File: src/rtl/assert_macros.svh
// Assertion macros shared by the patch extractor RTL.
// No dependencies; included by the files that carry checks.
`ifndef ASSERT_MACROS_SVH
`define ASSERT_MACROS_SVH

// Clocked property, disabled while reset is asserted (active low).
`define IPE_ASSERT(lbl, clk, rstn, prop, msg) \
	lbl: assert property (@(posedge clk) disable iff (!rstn) prop) else $error(msg);

// Condition that must never be seen out of reset.
`define IPE_ASSERT_NEVER(lbl, clk, rstn, cond, msg) \
	`IPE_ASSERT(lbl, clk, rstn, !(cond), msg)

`endif

File: src/rtl/ipe_pkg.sv
// Package of the image patch extractor: field widths, register indexes,
// reset values and the job descriptor passed from front to back. No dependencies.
`timescale 1ns / 1ps

package ipe_pkg;

	localparam int BYTE_W     = 8;
	localparam int VAL_W      = 16;
	localparam int IDX_W      = 20;
	localparam int ELEM_W     = 6;
	localparam int IMG_CFG_W  = 11;
	localparam int SIDE_CFG_W = 4;
	localparam int CFG_IDX_W  = 3;
	localparam int CFG_DATA_W = 11;
	// offsets inside a patch and patch counts minus one, sized for sides up to 8
	localparam int OFS_W      = 3;

	localparam int MAX_PATCH_SIDE_DEF = 8;
	localparam int MAX_IMAGE_SIDE_DEF = 1024;
	localparam int QUEUE_DEPTH        = 2;

	localparam logic [CFG_IDX_W-1:0] REG_IMAGE_WIDTH  = 3'd0;
	localparam logic [CFG_IDX_W-1:0] REG_IMAGE_HEIGHT = 3'd1;
	localparam logic [CFG_IDX_W-1:0] REG_PATCH_WIDTH  = 3'd2;
	localparam logic [CFG_IDX_W-1:0] REG_PATCH_HEIGHT = 3'd3;
	localparam logic [CFG_IDX_W-1:0] REG_STEP_X       = 3'd4;
	localparam logic [CFG_IDX_W-1:0] REG_STEP_Y       = 3'd5;
	localparam logic [CFG_IDX_W-1:0] REG_DEPTH_MODE   = 3'd6;

	localparam logic [IMG_CFG_W-1:0]  RST_IMAGE_WIDTH  = 11'd640;
	localparam logic [IMG_CFG_W-1:0]  RST_IMAGE_HEIGHT = 11'd480;
	localparam logic [SIDE_CFG_W-1:0] RST_PATCH_WIDTH  = 4'd8;
	localparam logic [SIDE_CFG_W-1:0] RST_PATCH_HEIGHT = 4'd8;
	localparam logic [SIDE_CFG_W-1:0] RST_STEP_X       = 4'd4;
	localparam logic [SIDE_CFG_W-1:0] RST_STEP_Y       = 4'd4;

	// width of a clamped image side or a patch count
	function automatic int size_width(input int max_side);
		return ($clog2(max_side + 1) > IMG_CFG_W) ? $clog2(max_side + 1) : IMG_CFG_W;
	endfunction

	typedef struct packed {
		logic [SIDE_CFG_W-1:0] step_x;
		logic [SIDE_CFG_W-1:0] step_y;
		logic [SIDE_CFG_W-1:0] patch_w;
	} geom_t;

	// one covered pixel: the patch block it touches and its plane values
	typedef struct packed {
		logic [IDX_W-1:0] base_idx;
		logic [OFS_W-1:0] cnt_x_m1;
		logic [OFS_W-1:0] cnt_y_m1;
		logic [OFS_W-1:0] offx_lo;
		logic [OFS_W-1:0] offy_lo;
		logic [VAL_W-1:0] plane0;
		logic [VAL_W-1:0] plane1;
		logic [VAL_W-1:0] plane2;
		logic             unit;
	} patch_job_t;

endpackage

File: src/rtl/ipe_stream_ifs.sv
// Valid/ready stream interfaces: pixel input and patch result output.
// Depends on ipe_pkg for field widths.
`timescale 1ns / 1ps

interface ipe_pixel_if import ipe_pkg::*; ();
	logic              valid;
	logic              ready;
	logic [BYTE_W-1:0] blue_byte;
	logic [BYTE_W-1:0] green_byte;
	logic [BYTE_W-1:0] red_byte;
	logic [VAL_W-1:0]  depth_sample;

	modport source (output valid, blue_byte, green_byte, red_byte, depth_sample,
		input ready);
	modport sink (input valid, blue_byte, green_byte, red_byte, depth_sample,
		output ready);
endinterface

interface ipe_patch_if import ipe_pkg::*; ();
	logic              valid;
	logic              ready;
	logic [IDX_W-1:0]  patch_index;
	logic [ELEM_W-1:0] element_offset;
	logic [VAL_W-1:0]  plane0_value;
	logic [VAL_W-1:0]  plane1_value;
	logic [VAL_W-1:0]  plane2_value;
	logic              unit_value;
	logic              last_for_pixel;

	modport source (output valid, patch_index, element_offset, plane0_value,
		plane1_value, plane2_value, unit_value, last_for_pixel, input ready);
	modport sink (input valid, patch_index, element_offset, plane0_value,
		plane1_value, plane2_value, unit_value, last_for_pixel, output ready);
endinterface

File: src/rtl/ipe_front.sv
// Front end: configuration registers, raster position, patch coverage of each pixel.
// Depends on ipe_pkg, ipe_pixel_if and assert_macros.svh; feeds ipe_queue.
`timescale 1ns / 1ps
`include "assert_macros.svh"

module ipe_front import ipe_pkg::*; #(
	parameter int MAX_PATCH_SIDE = MAX_PATCH_SIDE_DEF,
	parameter int MAX_IMAGE_SIDE = MAX_IMAGE_SIDE_DEF
) (
	input  logic                          clk,
	input  logic                          arst_n,
	input  logic                          cfg_write,
	input  logic [CFG_IDX_W-1:0]          cfg_index,
	input  logic [CFG_DATA_W-1:0]         cfg_data,
	ipe_pixel_if.sink                     pixel_in,
	output patch_job_t                    job,
	output logic                          job_valid,
	input  logic                          job_ready,
	output geom_t                         geom,
	output logic [size_width(MAX_IMAGE_SIDE)-1:0] nx
);

	localparam int PW  = $clog2(MAX_IMAGE_SIDE);
	localparam int SZW = size_width(MAX_IMAGE_SIDE);
	localparam int DW  = SZW + 1;
	localparam int RS  = DW + 3;
	localparam int RW  = RS + 1;
	localparam int PRW = DW + RW;
	localparam int KW  = SZW + SIDE_CFG_W;
	localparam int BW  = 2 * SZW + 1;

	typedef enum logic [1:0] {F_IDLE, F_HI, F_LO, F_PUSH} fstate_t;

	// ceil(2^RS / d): floor(n * recip(d) >> RS) is exact for n < 2^DW, d <= 8
	function automatic logic [RW-1:0] recip(input logic [SIDE_CFG_W-1:0] d);
		logic [RW-1:0] r;
		case (d)
			'd2:     r = RW'((2**RS + 1) / 2);
			'd3:     r = RW'((2**RS + 2) / 3);
			'd4:     r = RW'((2**RS + 3) / 4);
			'd5:     r = RW'((2**RS + 4) / 5);
			'd6:     r = RW'((2**RS + 5) / 6);
			'd7:     r = RW'((2**RS + 6) / 7);
			'd8:     r = RW'((2**RS + 7) / 8);
			default: r = RW'(2**RS);
		endcase
		return r;
	endfunction

	function automatic logic [SZW-1:0] clamp_size(input logic [IMG_CFG_W-1:0] v);
		logic [SZW-1:0] r;
		if (v == '0)
			r = SZW'(1);
		else if (SZW'(v) > SZW'(MAX_IMAGE_SIDE))
			r = SZW'(MAX_IMAGE_SIDE);
		else
			r = SZW'(v);
		return r;
	endfunction

	function automatic logic [SIDE_CFG_W-1:0] clamp_side(input logic [SIDE_CFG_W-1:0] v);
		logic [SIDE_CFG_W-1:0] r;
		if (v == '0)
			r = SIDE_CFG_W'(1);
		else if (v > SIDE_CFG_W'(MAX_PATCH_SIDE))
			r = SIDE_CFG_W'(MAX_PATCH_SIDE);
		else
			r = v;
		return r;
	endfunction

	function automatic logic [SZW-1:0] patch_count(input logic [SZW-1:0] size,
			input logic [SIDE_CFG_W-1:0] side, input logic [SIDE_CFG_W-1:0] step);
		logic [DW-1:0]  num;
		logic [PRW-1:0] prod;
		num  = (size > SZW'(side)) ? DW'(size) - DW'(side) + DW'(step) - DW'(1) : '0;
		prod = PRW'(num) * PRW'(recip(step));
		return SZW'(prod >> RS);
	endfunction

	// last covering patch counted back from the highest: t steps while still inside
	function automatic logic [OFS_W-1:0] span_m1(input logic [OFS_W-1:0] offh,
			input logic [SZW-1:0] khi, input logic [SIDE_CFG_W-1:0] step,
			input logic [SIDE_CFG_W-1:0] side);
		logic [OFS_W-1:0] tm;
		logic [7:0]       sum;
		tm = '0;
		for (int t = 0; t < MAX_PATCH_SIDE; t++) begin
			sum = 8'(offh) + 8'(t) * 8'(step);
			if (sum < 8'(side) && SZW'(t) <= khi)
				tm = OFS_W'(t);
		end
		return tm;
	endfunction

	// configuration
	logic [IMG_CFG_W-1:0]  img_w_q, img_h_q;
	logic [SIDE_CFG_W-1:0] patch_w_q, patch_h_q, step_x_q, step_y_q;
	logic                  depth_q;
	logic                  settle_q;
	logic [SZW-1:0]        nx_q, ny_q;
	geom_t                 geom_q;

	logic [SZW-1:0]        w_c, h_c;
	logic [SIDE_CFG_W-1:0] pw_c, ph_c, sx_c, sy_c;

	// control
	fstate_t               state_q;
	logic [PW-1:0]         col_q, row_q;
	logic                  accept;
	logic [SZW:0]          col_inc, row_inc;

	// per-item work registers
	logic [VAL_W-1:0]      p0_q, p1_q, p2_q;
	logic                  unit_q;
	logic [PW-1:0]         col_at_q, row_at_q;
	logic                  inside_q;
	logic [SZW-1:0]        bx_q, by_q;
	logic [SZW-1:0]        khx_q, khy_q;
	logic [OFS_W-1:0]      offhx_q, offhy_q;
	logic                  covx_q, covy_q;
	logic [OFS_W-1:0]      tmx_q, tmy_q;
	logic [SZW-1:0]        ilo_q, jlo_q;
	logic [OFS_W-1:0]      offlx_q, offly_q;

	logic [PRW-1:0]        bx_prod, by_prod;
	logic [SZW-1:0]        nxm1, nym1, khx_d, khy_d;
	logic [KW-1:0]         diffx, diffy;
	logic [OFS_W-1:0]      tmx_d, tmy_d;
	logic [BW-1:0]         base_full;

	assign w_c  = clamp_size(img_w_q);
	assign h_c  = clamp_size(img_h_q);
	assign pw_c = clamp_side(patch_w_q);
	assign ph_c = clamp_side(patch_h_q);
	assign sx_c = clamp_side(step_x_q);
	assign sy_c = clamp_side(step_y_q);

	always_ff @(posedge clk or negedge arst_n) begin
		if (!arst_n) begin
			img_w_q   <= RST_IMAGE_WIDTH;
			img_h_q   <= RST_IMAGE_HEIGHT;
			patch_w_q <= RST_PATCH_WIDTH;
			patch_h_q <= RST_PATCH_HEIGHT;
			step_x_q  <= RST_STEP_X;
			step_y_q  <= RST_STEP_Y;
			depth_q   <= 1'b0;
			settle_q  <= 1'b1;
		end else begin
			settle_q <= cfg_write;
			if (cfg_write) begin
				case (cfg_index)
					REG_IMAGE_WIDTH:  img_w_q   <= cfg_data[IMG_CFG_W-1:0];
					REG_IMAGE_HEIGHT: img_h_q   <= cfg_data[IMG_CFG_W-1:0];
					REG_PATCH_WIDTH:  patch_w_q <= cfg_data[SIDE_CFG_W-1:0];
					REG_PATCH_HEIGHT: patch_h_q <= cfg_data[SIDE_CFG_W-1:0];
					REG_STEP_X:       step_x_q  <= cfg_data[SIDE_CFG_W-1:0];
					REG_STEP_Y:       step_y_q  <= cfg_data[SIDE_CFG_W-1:0];
					REG_DEPTH_MODE:   depth_q   <= cfg_data[0];
					default: ;
				endcase
			end
		end
	end

	// derived geometry, registered from the configuration registers (settle_q covers the update after a write)
	always_ff @(posedge clk) begin
		nx_q           <= patch_count(w_c, pw_c, sx_c);
		ny_q           <= patch_count(h_c, ph_c, sy_c);
		geom_q.step_x  <= sx_c;
		geom_q.step_y  <= sy_c;
		geom_q.patch_w <= pw_c;
	end

	assign pixel_in.ready = (state_q == F_IDLE) && !settle_q;
	assign accept         = pixel_in.valid && pixel_in.ready;

	assign col_inc = (SZW+1)'(col_q) + (SZW+1)'(1);
	assign row_inc = (SZW+1)'(row_q) + (SZW+1)'(1);

	always_ff @(posedge clk or negedge arst_n) begin
		if (!arst_n) begin
			state_q <= F_IDLE;
			col_q   <= '0;
			row_q   <= '0;
		end else begin
			unique case (state_q)
				F_IDLE: begin
					if (accept) begin
						state_q <= F_HI;
						if (col_inc >= (SZW+1)'(w_c)) begin
							col_q <= '0;
							if (row_inc >= (SZW+1)'(h_c))
								row_q <= '0;
							else
								row_q <= PW'(row_inc);
						end else begin
							col_q <= PW'(col_inc);
						end
					end
				end
				F_HI: state_q <= F_LO;
				F_LO: state_q <= (inside_q && covx_q && covy_q) ? F_PUSH : F_IDLE;
				F_PUSH: begin
					if (job_ready)
						state_q <= F_IDLE;
				end
			endcase
		end
	end

	// highest patch index not past the pixel, per axis
	assign bx_prod = PRW'(col_q) * PRW'(recip(sx_c));
	assign by_prod = PRW'(row_q) * PRW'(recip(sy_c));

	assign nxm1  = nx_q - SZW'(1);
	assign nym1  = ny_q - SZW'(1);
	assign khx_d = (bx_q > nxm1) ? nxm1 : bx_q;
	assign khy_d = (by_q > nym1) ? nym1 : by_q;
	assign diffx = KW'(col_at_q) - KW'(khx_d) * KW'(sx_c);
	assign diffy = KW'(row_at_q) - KW'(khy_d) * KW'(sy_c);

	assign tmx_d = span_m1(offhx_q, khx_q, sx_c, pw_c);
	assign tmy_d = span_m1(offhy_q, khy_q, sy_c, ph_c);

	assign base_full = BW'(jlo_q) * BW'(nx_q) + BW'(ilo_q);

	always_ff @(posedge clk) begin
		if (accept) begin
			if (depth_q) begin
				p0_q   <= pixel_in.depth_sample;
				p1_q   <= '0;
				p2_q   <= '0;
				unit_q <= 1'b0;
			end else begin
				// byte * 65536 / 255 floors to byte * 257, and 255 saturates to the same
				p0_q   <= {pixel_in.red_byte, pixel_in.red_byte};
				p1_q   <= {pixel_in.green_byte, pixel_in.green_byte};
				p2_q   <= {pixel_in.blue_byte, pixel_in.blue_byte};
				unit_q <= (pixel_in.red_byte == '1);
			end
			col_at_q <= col_q;
			row_at_q <= row_q;
			inside_q <= (SZW'(col_q) < w_c) && (SZW'(row_q) < h_c);
			bx_q     <= SZW'(bx_prod >> RS);
			by_q     <= SZW'(by_prod >> RS);
		end
		if (state_q == F_HI) begin
			khx_q   <= khx_d;
			khy_q   <= khy_d;
			offhx_q <= OFS_W'(diffx);
			offhy_q <= OFS_W'(diffy);
			covx_q  <= (nx_q != '0) && (diffx < KW'(pw_c));
			covy_q  <= (ny_q != '0) && (diffy < KW'(ph_c));
		end
		if (state_q == F_LO) begin
			tmx_q   <= tmx_d;
			tmy_q   <= tmy_d;
			ilo_q   <= khx_q - SZW'(tmx_d);
			jlo_q   <= khy_q - SZW'(tmy_d);
			offlx_q <= OFS_W'(8'(offhx_q) + 8'(tmx_d) * 8'(sx_c));
			offly_q <= OFS_W'(8'(offhy_q) + 8'(tmy_d) * 8'(sy_c));
		end
	end

	assign job_valid      = (state_q == F_PUSH);
	assign job.base_idx   = IDX_W'(base_full);
	assign job.cnt_x_m1   = tmx_q;
	assign job.cnt_y_m1   = tmy_q;
	assign job.offx_lo    = offlx_q;
	assign job.offy_lo    = offly_q;
	assign job.plane0     = p0_q;
	assign job.plane1     = p1_q;
	assign job.plane2     = p2_q;
	assign job.unit       = unit_q;
	assign geom           = geom_q;
	assign nx             = nx_q;

	`IPE_ASSERT(a_cfg_holds_off_pixels, clk, arst_n, cfg_write |=> !pixel_in.ready, "pixel accepted right after a config write")
	`IPE_ASSERT(a_push_only_covered, clk, arst_n, job_valid |-> (inside_q && covx_q && covy_q), "job pushed for an uncovered pixel")

endmodule

File: src/rtl/ipe_queue.sv
// Short job queue between the front end and the result sequencer.
// Depends on ipe_pkg (patch_job_t) and assert_macros.svh.
`timescale 1ns / 1ps
`include "assert_macros.svh"

module ipe_queue import ipe_pkg::*; #(
	parameter int DEPTH = QUEUE_DEPTH
) (
	input  logic       clk,
	input  logic       arst_n,
	input  patch_job_t push_data,
	input  logic       push_valid,
	output logic       push_ready,
	output patch_job_t pop_data,
	output logic       pop_valid,
	input  logic       pop_ready
);

	localparam int AW = $clog2(DEPTH);
	localparam int CW = $clog2(DEPTH + 1);

	patch_job_t        mem_q [DEPTH];
	logic [AW-1:0]     wr_ptr_q, rd_ptr_q;
	logic [CW-1:0]     count_q;
	logic              do_push, do_pop;

	assign push_ready = (count_q != CW'(DEPTH));
	assign pop_valid  = (count_q != '0);
	assign do_push    = push_valid && push_ready;
	assign do_pop     = pop_valid && pop_ready;
	assign pop_data   = mem_q[rd_ptr_q];

	always_ff @(posedge clk or negedge arst_n) begin
		if (!arst_n) begin
			wr_ptr_q <= '0;
			rd_ptr_q <= '0;
			count_q  <= '0;
		end else begin
			if (do_push)
				wr_ptr_q <= wr_ptr_q + AW'(1);
			if (do_pop)
				rd_ptr_q <= rd_ptr_q + AW'(1);
			if (do_push && !do_pop)
				count_q <= count_q + CW'(1);
			else if (do_pop && !do_push)
				count_q <= count_q - CW'(1);
		end
	end

	always_ff @(posedge clk) begin
		if (do_push)
			mem_q[wr_ptr_q] <= push_data;
	end

	`IPE_ASSERT(a_count_bounded, clk, arst_n, count_q <= CW'(DEPTH), "queue count above depth")
	`IPE_ASSERT(a_ptr_gap_matches_count, clk, arst_n, (count_q == '0 || count_q == CW'(DEPTH)) |-> (wr_ptr_q == rd_ptr_q), "queue pointers disagree with count")

endmodule

File: src/rtl/ipe_back.sv
// Result sequencer: walks the covering patches of one job, row outer, column inner.
// Depends on ipe_pkg, ipe_patch_if and assert_macros.svh; fed by ipe_queue.
`timescale 1ns / 1ps
`include "assert_macros.svh"

module ipe_back import ipe_pkg::*; #(
	parameter int MAX_IMAGE_SIDE = MAX_IMAGE_SIDE_DEF
) (
	input  logic                          clk,
	input  logic                          arst_n,
	input  patch_job_t                    job,
	input  logic                          job_valid,
	output logic                          job_ready,
	input  geom_t                         geom,
	input  logic [size_width(MAX_IMAGE_SIDE)-1:0] nx,
	ipe_patch_if.source                   result_out
);

	patch_job_t        job_q;
	logic              busy_q;
	logic [OFS_W-1:0]  cx_q, cy_q;
	logic [OFS_W-1:0]  offx_q, offy_q;
	logic [IDX_W-1:0]  idx_q, row_base_q;
	logic              out_valid_q;

	logic [IDX_W-1:0]  out_idx_q;
	logic [ELEM_W-1:0] out_elem_q;
	logic [VAL_W-1:0]  out_p0_q, out_p1_q, out_p2_q;
	logic              out_unit_q, out_last_q;

	logic              load, emit, last_x, last_y;
	logic [ELEM_W-1:0] elem;
	logic [IDX_W-1:0]  next_row;

	assign job_ready = !busy_q;
	assign load      = job_valid && !busy_q;
	// output register frees when empty or taken this cycle
	assign emit      = busy_q && (!out_valid_q || result_out.ready);
	assign last_x    = (cx_q == job_q.cnt_x_m1);
	assign last_y    = (cy_q == job_q.cnt_y_m1);
	assign elem      = ELEM_W'(offx_q) + ELEM_W'(offy_q) * ELEM_W'(geom.patch_w);
	assign next_row  = row_base_q + IDX_W'(nx);

	always_ff @(posedge clk or negedge arst_n) begin
		if (!arst_n) begin
			busy_q      <= 1'b0;
			cx_q        <= '0;
			cy_q        <= '0;
			out_valid_q <= 1'b0;
		end else begin
			if (load) begin
				busy_q <= 1'b1;
				cx_q   <= '0;
				cy_q   <= '0;
			end else if (emit) begin
				if (last_x) begin
					cx_q <= '0;
					if (last_y) begin
						busy_q <= 1'b0;
						cy_q   <= '0;
					end else begin
						cy_q <= cy_q + OFS_W'(1);
					end
				end else begin
					cx_q <= cx_q + OFS_W'(1);
				end
			end
			if (emit)
				out_valid_q <= 1'b1;
			else if (result_out.ready)
				out_valid_q <= 1'b0;
		end
	end

	always_ff @(posedge clk) begin
		if (load) begin
			job_q      <= job;
			idx_q      <= job.base_idx;
			row_base_q <= job.base_idx;
			offx_q     <= job.offx_lo;
			offy_q     <= job.offy_lo;
		end else if (emit) begin
			out_idx_q  <= idx_q;
			out_elem_q <= elem;
			out_p0_q   <= job_q.plane0;
			out_p1_q   <= job_q.plane1;
			out_p2_q   <= job_q.plane2;
			out_unit_q <= job_q.unit;
			out_last_q <= last_x && last_y;
			if (last_x) begin
				offx_q     <= job_q.offx_lo;
				offy_q     <= offy_q - OFS_W'(geom.step_y);
				row_base_q <= next_row;
				idx_q      <= next_row;
			end else begin
				offx_q <= offx_q - OFS_W'(geom.step_x);
				idx_q  <= idx_q + IDX_W'(1);
			end
		end
	end

	assign result_out.valid          = out_valid_q;
	assign result_out.patch_index    = out_idx_q;
	assign result_out.element_offset = out_elem_q;
	assign result_out.plane0_value   = out_p0_q;
	assign result_out.plane1_value   = out_p1_q;
	assign result_out.plane2_value   = out_p2_q;
	assign result_out.unit_value     = out_unit_q;
	assign result_out.last_for_pixel = out_last_q;

	`IPE_ASSERT(a_idle_counters_clear, clk, arst_n, !busy_q |-> (cx_q == '0 && cy_q == '0), "walk counters left nonzero when idle")
	`IPE_ASSERT(a_walk_in_range, clk, arst_n, busy_q |-> (cx_q <= job_q.cnt_x_m1 && cy_q <= job_q.cnt_y_m1), "walk counter past patch span")

endmodule

File: src/rtl/image_patch_extractor_unit.sv
// Top level of the image patch extractor: front end, job queue, result sequencer.
// Depends on ipe_pkg, ipe_stream_ifs, ipe_front, ipe_queue and ipe_back.
//
//   channel     dir  handshake      payload
//   pixel_in    in   valid/ready    blue_byte green_byte red_byte depth_sample
//   result_out  out  valid/ready    patch_index element_offset plane0..2 unit last
//   cfg         in   cfg_write      cfg_index (0..6) cfg_data (11 bits)
//
// Front end handles one pixel at a time: accept, coverage range, span, and, for a pixel
// that covers a patch, queue push, which waits while the queue is full.
// The sequencer issues one result per cycle while result_out is ready, after a load
// step per pixel, and takes a new job only when done; the slower side sets the rate.
// Pixel ready drops for one cycle after each config write while counts settle.
// Reset clears the position to row 0, column 0 and loads the default registers.
`timescale 1ns / 1ps

module image_patch_extractor_unit import ipe_pkg::*; #(
	parameter int MAX_PATCH_SIDE = MAX_PATCH_SIDE_DEF,
	parameter int MAX_IMAGE_SIDE = MAX_IMAGE_SIDE_DEF
) (
	input  logic                  clk,
	input  logic                  arst_n,
	input  logic                  cfg_write,
	input  logic [CFG_IDX_W-1:0]  cfg_index,
	input  logic [CFG_DATA_W-1:0] cfg_data,
	ipe_pixel_if.sink             pixel_in,
	ipe_patch_if.source           result_out
);

	localparam int SZW = size_width(MAX_IMAGE_SIDE);

	patch_job_t     front_job, back_job;
	logic           front_valid, front_ready;
	logic           back_valid, back_ready;
	geom_t          geom;
	logic [SZW-1:0] nx;

	ipe_front #(
		.MAX_PATCH_SIDE (MAX_PATCH_SIDE),
		.MAX_IMAGE_SIDE (MAX_IMAGE_SIDE)
	) u_front (
		.clk       (clk),
		.arst_n    (arst_n),
		.cfg_write (cfg_write),
		.cfg_index (cfg_index),
		.cfg_data  (cfg_data),
		.pixel_in  (pixel_in),
		.job       (front_job),
		.job_valid (front_valid),
		.job_ready (front_ready),
		.geom      (geom),
		.nx        (nx)
	);

	ipe_queue #(
		.DEPTH (QUEUE_DEPTH)
	) u_queue (
		.clk        (clk),
		.arst_n     (arst_n),
		.push_data  (front_job),
		.push_valid (front_valid),
		.push_ready (front_ready),
		.pop_data   (back_job),
		.pop_valid  (back_valid),
		.pop_ready  (back_ready)
	);

	ipe_back #(
		.MAX_IMAGE_SIDE (MAX_IMAGE_SIDE)
	) u_back (
		.clk        (clk),
		.arst_n     (arst_n),
		.job        (back_job),
		.job_valid  (back_valid),
		.job_ready  (back_ready),
		.geom       (geom),
		.nx         (nx),
		.result_out (result_out)
	);

endmodule
File: src/flat_wrapper.sv
// flat-port wrapper written by rule: the top's interface ports become plain ports
module image_patch_extractor_unit_flat import ipe_pkg::*;
#(
	parameter int MAX_PATCH_SIDE = MAX_PATCH_SIDE_DEF,
	parameter int MAX_IMAGE_SIDE = MAX_IMAGE_SIDE_DEF
)
  (clk, arst_n, cfg_write, cfg_index, cfg_data, pixel_in_valid, pixel_in_blue_byte, pixel_in_green_byte, pixel_in_red_byte, pixel_in_depth_sample, pixel_in_ready, result_out_valid, result_out_patch_index, result_out_element_offset, result_out_plane0_value, result_out_plane1_value, result_out_plane2_value, result_out_unit_value, result_out_last_for_pixel, result_out_ready);
  ipe_pixel_if pixel_in_i ();
  ipe_patch_if result_out_i ();
  input  logic clk;
  input  logic arst_n;
  input  logic cfg_write;
  input  logic [CFG_IDX_W-1:0] cfg_index;
  input  logic [CFG_DATA_W-1:0] cfg_data;
  input wire logic [$bits(pixel_in_i.valid)-1:0] pixel_in_valid;
  input wire logic [$bits(pixel_in_i.blue_byte)-1:0] pixel_in_blue_byte;
  input wire logic [$bits(pixel_in_i.green_byte)-1:0] pixel_in_green_byte;
  input wire logic [$bits(pixel_in_i.red_byte)-1:0] pixel_in_red_byte;
  input wire logic [$bits(pixel_in_i.depth_sample)-1:0] pixel_in_depth_sample;
  output wire logic [$bits(pixel_in_i.ready)-1:0] pixel_in_ready;
  output wire logic [$bits(result_out_i.valid)-1:0] result_out_valid;
  output wire logic [$bits(result_out_i.patch_index)-1:0] result_out_patch_index;
  output wire logic [$bits(result_out_i.element_offset)-1:0] result_out_element_offset;
  output wire logic [$bits(result_out_i.plane0_value)-1:0] result_out_plane0_value;
  output wire logic [$bits(result_out_i.plane1_value)-1:0] result_out_plane1_value;
  output wire logic [$bits(result_out_i.plane2_value)-1:0] result_out_plane2_value;
  output wire logic [$bits(result_out_i.unit_value)-1:0] result_out_unit_value;
  output wire logic [$bits(result_out_i.last_for_pixel)-1:0] result_out_last_for_pixel;
  input wire logic [$bits(result_out_i.ready)-1:0] result_out_ready;
  assign pixel_in_i.valid = pixel_in_valid;
  assign pixel_in_i.blue_byte = pixel_in_blue_byte;
  assign pixel_in_i.green_byte = pixel_in_green_byte;
  assign pixel_in_i.red_byte = pixel_in_red_byte;
  assign pixel_in_i.depth_sample = pixel_in_depth_sample;
  assign pixel_in_ready = pixel_in_i.ready;
  assign result_out_valid = result_out_i.valid;
  assign result_out_patch_index = result_out_i.patch_index;
  assign result_out_element_offset = result_out_i.element_offset;
  assign result_out_plane0_value = result_out_i.plane0_value;
  assign result_out_plane1_value = result_out_i.plane1_value;
  assign result_out_plane2_value = result_out_i.plane2_value;
  assign result_out_unit_value = result_out_i.unit_value;
  assign result_out_last_for_pixel = result_out_i.last_for_pixel;
  assign result_out_i.ready = result_out_ready;
  image_patch_extractor_unit #(.MAX_PATCH_SIDE(MAX_PATCH_SIDE), .MAX_IMAGE_SIDE(MAX_IMAGE_SIDE)) u_core (.clk(clk), .arst_n(arst_n), .cfg_write(cfg_write), .cfg_index(cfg_index), .cfg_data(cfg_data), .pixel_in(pixel_in_i), .result_out(result_out_i));
endmodule
File: config.mk
export PLATFORM = sky130hd
export DESIGN_NAME = image_patch_extractor_unit_flat
export DESIGN_NICKNAME = d
export VERILOG_FILES = /design/src/rtl/ipe_pkg.sv /design/src/rtl/ipe_stream_ifs.sv /design/src/rtl/ipe_front.sv /design/src/rtl/ipe_queue.sv /design/src/rtl/ipe_back.sv /design/src/rtl/image_patch_extractor_unit.sv /design/src/flat_wrapper.sv
export VERILOG_INCLUDE_DIRS = /design/src /design/src/rtl
export SDC_FILE = /design/constraint.sdc
export NUM_CORES = 2
export LEC_CHECK = 0
export ABC_AREA = 1
export BUFFER_PORTS_ARGS = -buffer_cell sky130_fd_sc_hd__buf_4
export CAP_MARGIN = 20
export CORE_ASPECT_RATIO = 1.2
export CORE_MARGIN = 3
export CORE_UTILIZATION = 35
export CTS_CLUSTER_DIAMETER = 200
export DETAILED_ROUTE_END_ITERATION = 10
export SLEW_MARGIN = 20
export SYNTH_ARGS = -nofsm -noshare
export SYNTH_HDL_FRONTEND = slang
export SYNTH_HIERARCHICAL = 1
export SYNTH_SLANG_ARGS = --single-unit
export TNS_END_PERCENT = 50
File: constraint.sdc
create_clock -name clk -period 19.35 [get_ports clk]
set_input_delay 3.87 -clock clk [delete_from_list [all_inputs] [get_ports clk]]
set_output_delay 3.87 -clock clk [all_outputs]
set_load 0.01 [all_outputs]
### Word level (Yosys, flattened, before mapping)

Memory sizes are Yosys's and may differ from the RTL's.
Index checks and enable logic that the tools add are counted.

* $lt $le $gt $ge: 44
* muxes and demuxes: 68
* shifts and indexed selects: 0
* divide/modulo/power cells: 0
* $add $sub $neg: 42
* multipliers: 18
* equality and inequality tests: 29
* bitwise gates (word level): 1
* reductions and logical operators: 62

Operators by type and width (count)
* 16-bit case mux with 7 select lines: 2
* 20-bit 2-to-1 mux: 6
* 3-bit by 11-bit <= comparator with 1-bit output, first input constant: 8
* 3-bit 2-to-1 mux: 25
* 11-bit 2-to-1 mux: 6
* 10-bit by 16-bit multiplier with 26-bit output: 2
* 12-bit by 16-bit multiplier with 26-bit output: 2
* 3-bit by 7-bit adder with 8-bit output: 6
* 8-bit by 4-bit < comparator with 1-bit output: 6
* 2-bit by 11-bit <= comparator with 1-bit output, first input constant: 4
* 20-bit by 11-bit adder with 20-bit output: 2
* 4-bit by 3-bit equality test with 1-bit output, second input constant: 8
* 4-bit 2-to-1 mux: 8
* 15-bit by 4-bit < comparator with 1-bit output: 2
* 11-bit by 4-bit multiplier with 15-bit output: 2
* 10-bit by 15-bit subtractor with 15-bit output: 2
* 3-bit by 6-bit adder with 7-bit output: 4
* 7-bit by 4-bit < comparator with 1-bit output: 4
* 3-bit by 4-bit multiplier with 7-bit output, first input constant: 4
* 1-bit logical AND: 27
* 12-bit by 4-bit adder with 12-bit output: 2
* 2-bit by 4-bit multiplier with 6-bit output, first input constant: 4
* 12-bit 2-to-1 mux: 2
* 11-bit by 4-bit subtractor with 12-bit output: 2
* other kinds (53): 124

* bits in latches: 0
* memories kept: 1
* memory bits (writable): 162
* bits in registers: 442
* input port bits: 59
* word-level logic and storage cells: 327
* bits in read-only memories: 0

Memory list
* u_core.u_queue.mem_q: words 2, bits a word 81, read ports 1, clocked after Yosys merged registers in 0, wr ports 1, RTL line ipe_queue.sv:22 `patch_job_t mem_q [DEPTH];`

### Logic depth before layout (Yosys ltp)

* depth in word-level cells: 15
* mapped depth: 41
* mapped depth without buffers: 41

### Modules after synthesis

Netlist, hierarchy kept.

By module, submodules not included
* ipe_front: area each 43753.2 sq um, times used 1, cells an instance 5294, sequential area each 6449.9 sq um
* ipe_back: area each 8440.6 sq um, times used 1, cells an instance 692, sequential area each 5605.4 sq um
* ipe_queue: area each 6140.9 sq um, times used 1, cells an instance 451, sequential area each 4964.8 sq um

### Worst setup path before layout

OpenSTA, ideal clock, no wires.

* kind: register to register
* start point: register u_core.u_front.step_y_q[3]
* end point: register u_core.u_front.ny_q[10]
* clock period less this slack: 8.331 ns
* arrival time: 8.219 ns
* cell stages (with the launch flop): 41
* required time: 19.238 ns
* path buffers: 2
* path slack: 11.019 ns
* cells stage by stage: dfrtp_1 > clkbuf_1 > nor2_1 > clkbuf_1 > inv_1 > fa_1 > inv_1 > ha_1 > inv_1 > fa_1 > inv_1 > nand3_1 > nand2_1 > nand2_1 > nand2_1 > a21oi_1 > inv_1 > nand2_1 > (+5 left out) > fa_1 > fa_1 > inv_1 > fa_1 > fa_1 > inv_1 > fa_1 > inv_1 > ha_1 > nand2_1 > o21a_1 > nand2_1 > inv_1 > nor2_1 > a2111oi_0 > nand2_1 > nand2_1 > nand2_1

* longest elaborated chain between the ends: 7
* elaborated cells between the ends (all ways): 16

Ends and longest elaborated chain
* start: declaration: RTL line ipe_front.sv:98 `logic [SIDE_CFG_W-1:0] patch_w_q, patch_h_q, step_x_q, step_y_q;`
* start signal: assignment: RTL line ipe_front.sv:158 `REG_STEP_Y: step_y_q <= cfg_data[SIDE_CFG_W-1:0];`
* 4-bit > comparator: RTL line ipe_front.sv:65 `else if (v > SIDE_CFG_W'(MAX_PATCH_SIDE))`
* 4-bit 2-to-1 mux: RTL line ipe_front.sv:65
* 4-bit 2-to-1 mux (*): RTL line ipe_front.sv:63 `if (v == '0)`
* via u_core.u_front.sy_c[1]: RTL line ipe_front.sv:105 `logic [SIDE_CFG_W-1:0] pw_c, ph_c, sx_c, sy_c;`
* 12-bit by 4-bit adder with 12-bit output: RTL line ipe_front.sv:76 `num = (size > SZW'(side)) ? DW'(size) - DW'(side) + DW'(step) - DW'(1) : '0;`
* 12-bit by 1-bit subtractor with 12-bit output: RTL line ipe_front.sv:76
* 12-bit 2-to-1 mux: RTL line ipe_front.sv:76
* 12-bit by 16-bit multiplier with 26-bit output (*): RTL line ipe_front.sv:77 `prod = PRW'(num) * PRW'(recip(step));`
* end signal: assignment: RTL line ipe_front.sv:169 `ny_q <= patch_count(h_c, ph_c, sy_c);`
* end: declaration: RTL line ipe_front.sv:101 `logic [SZW-1:0] nx_q, ny_q;`

Mark *: on every way through the listed nets, which the timed path passes. The rest lies on a longest branch.
A chain may end at the register's enable or synchronous reset.

### Worst setup path in the final report

Same ends and word-level chain as after synthesis.

==> results.ini <==
[placed_design]
io_buffer_count=136
place_hpwl_um=124000
post_dp_cell_area_um2=61600
gp_congestion=0.921

[sta]
finalHoldViolCount=0
setup_violations=0
finalCriticalPeriod_ns=9.42
slew_viol_final=0
max_freq_mhz=106
rsz0062_at_grt=false
max-slew-margin-rel=0.271
fin_skew_ns=0.0441
final.setup.tns_ns=0
worstMarginPinSlew_ns=1.09
fin_crit_sh=0.487

[routing]
drt_iter0_drc=2564
drtPass1Iterations=5
vias_per_cell=4.86
antenna_left=0
drc=0
drt-total-wl_um=154000
avgRoutedWirePerCell_um=17.7
via_count=42400

[critical_path]
setup.worst_path.end_class=flop
critical_path_buf_inv_count=10
path_max_fanout=25
path_delay_family=adder cells
crit_type=reg -> reg
slowest_delay_ns=1.00
worst_path_max_delay_cell=nor3_2
start_kind=flop
cp.required_ns=19.87
critPathArrivalTime_ns=9.94

[clock_network]
worstSkewPairLatency_ns=0.65
post_cts_buffers=0
cts_resized=0
cts_sinks=588
clock-root-buffer=clkbuf_16
cts_tree=built
postCtsHoldBufs=0
clkTransAtPathRegs_ns=0.06
ctsLongestPathBuffers=3
numCtsBuffers=67
htreeDepth=3

[synthesis]
synth_warnings=6
synth_area_um2=58300
synthCells=6435
synth_nets=7754
synth_area_per_cell_um2=9.06

[grt]
grt_max_degree=83
grt_usage=0.181
grt_pass1_vias=44300
grt_overflow_total=0
antenna_found_initial=4
grt_pass1_wl_um=244000

[finish]
nets=7848
final_area_um2=63900
drive_gt1_frac=0.0650
area_growth_pct=9.60

[status]
status=completed

[floorplan]
fp.dieW_um=379
start_util=0.353
core_area_um2=165000
die_area_um2=172000
rows=163
die_y_um=453
io_pins=137

[run]
max-cap-violations=0

[min_path]
hold_path_class=reg -> reg

flip-flops by register name, indices dropped and copies added, names as in the netlist, 16 cells and up:
register,flops
u_core/u_back/result_out.plane1_value,16
u_core/u_front/p0_q,16
u_core/u_queue/mem_q,162
u_core/u_back/result_out.plane0_value,16
u_core/u_back/idx_q,20
u_core/u_back/result_out.plane2_value,16
u_core/u_back/job_q,58
u_core/u_back/row_base_q,20
u_core/u_back/result_out.patch_index,20
metrics by stage:
| stage | util | hold slack [ns] | cells | worst slack, ns |
|---|---|---|---|---|
| 4_1_cts | 0.387 | 0.416 | 8726 | 10.01 |
| 2_1_floorplan | - | 0.400 | 6435 | 11.02 |
| 3_5_place_dp | 0.373 | 0.405 | 8604 | 10.06 |
| 5_1_grt | 0.387 | 0.423 | 8727 | 9.36 |
| 6_report | 0.387 | 0.416 | 8728 | 9.93 |
| 3_3_place_gp | 0.373 | 0.401 | 8603 | 10.09 |
final cells by class:
cell class | count | area (um^2)
Antenna cell | 1 | 2.50
Clock buffer | 78 | 1750
Clock inverter | 44 | 543
Fill cell | 16400 | 101000
Inverter | 1338 | 5030
Multi-Input combinational cell | 4359 | 35600
Sequential cell | 588 | 17000
Tap cell | 2145 | 2680
Timing Repair Buffer | 175 | 1330
worst paths after layout:
path,startpoint,slack [ns],end,cells past startpoint
min in group asynchronous,arst_n,3.08,u_core/u_back/cx_q[1]$_DFFE_PN0P_,1
worst max-delay path,u_core/u_front/step_y_q[3]$_DFFE_PN0P_,9.93,u_core/u_front/ny_q[10]$_DFF_P_,29
max in group asynchronous,arst_n,15.11,u_core/u_front/col_q[8]$_DFFE_PN0P_,2
worst min register to register,u_core/u_back/job_q[13]$_DFFE_PP_,0.42,u_core/u_back/result_out.plane2_value[12]$_DFFE_PP_,0
worst min-delay path,u_core/u_back/job_q[13]$_DFFE_PP_,0.42,u_core/u_back/result_out.plane2_value[12]$_DFFE_PP_,0
worst max register to register,u_core/u_front/step_y_q[3]$_DFFE_PN0P_,9.93,u_core/u_front/ny_q[10]$_DFF_P_,29
layout by cell type (no fill, tap or decap), types with 12 or more instances in the layout:
cell type / instances
a21oi_1: 229
buf_4: 173
clkbuf_16: 67
clkinv_1: 21
dfrtp_1: 62
dfxtp_1: 32
edfxtp_1: 482
fa_1: 678
ha_1: 582
inv_1: 1294
inv_2: 34
nand2_1: 1388
nand2_2: 32
nand3_1: 162
nand3b_1: 13
nand4_1: 45
nor2_1: 547
nor3_1: 59
nor4_1: 18
o21ai_0: 167
o21ai_1: 36
o21bai_1: 12
xnor2_1: 63
xor2_1: 137
metal layers:
layer / part of all wire / GRT usage / wire, um / up-vias
li1: - / - / - / 20300
met1: 0.41 / 0.226 / 63400 / 20600
met2: 0.49 / 0.316 / 75100 / 1264
met3: 0.055 / 0.0232 / 8550 / 275
met4: 0.046 / 0.0745 / 7060 / 4
met5: 0.00019 / 0 / 30 / -
Power is not shown: default switching activity piles up to over one toggle a cycle in this logic, so the estimate is an artifact.
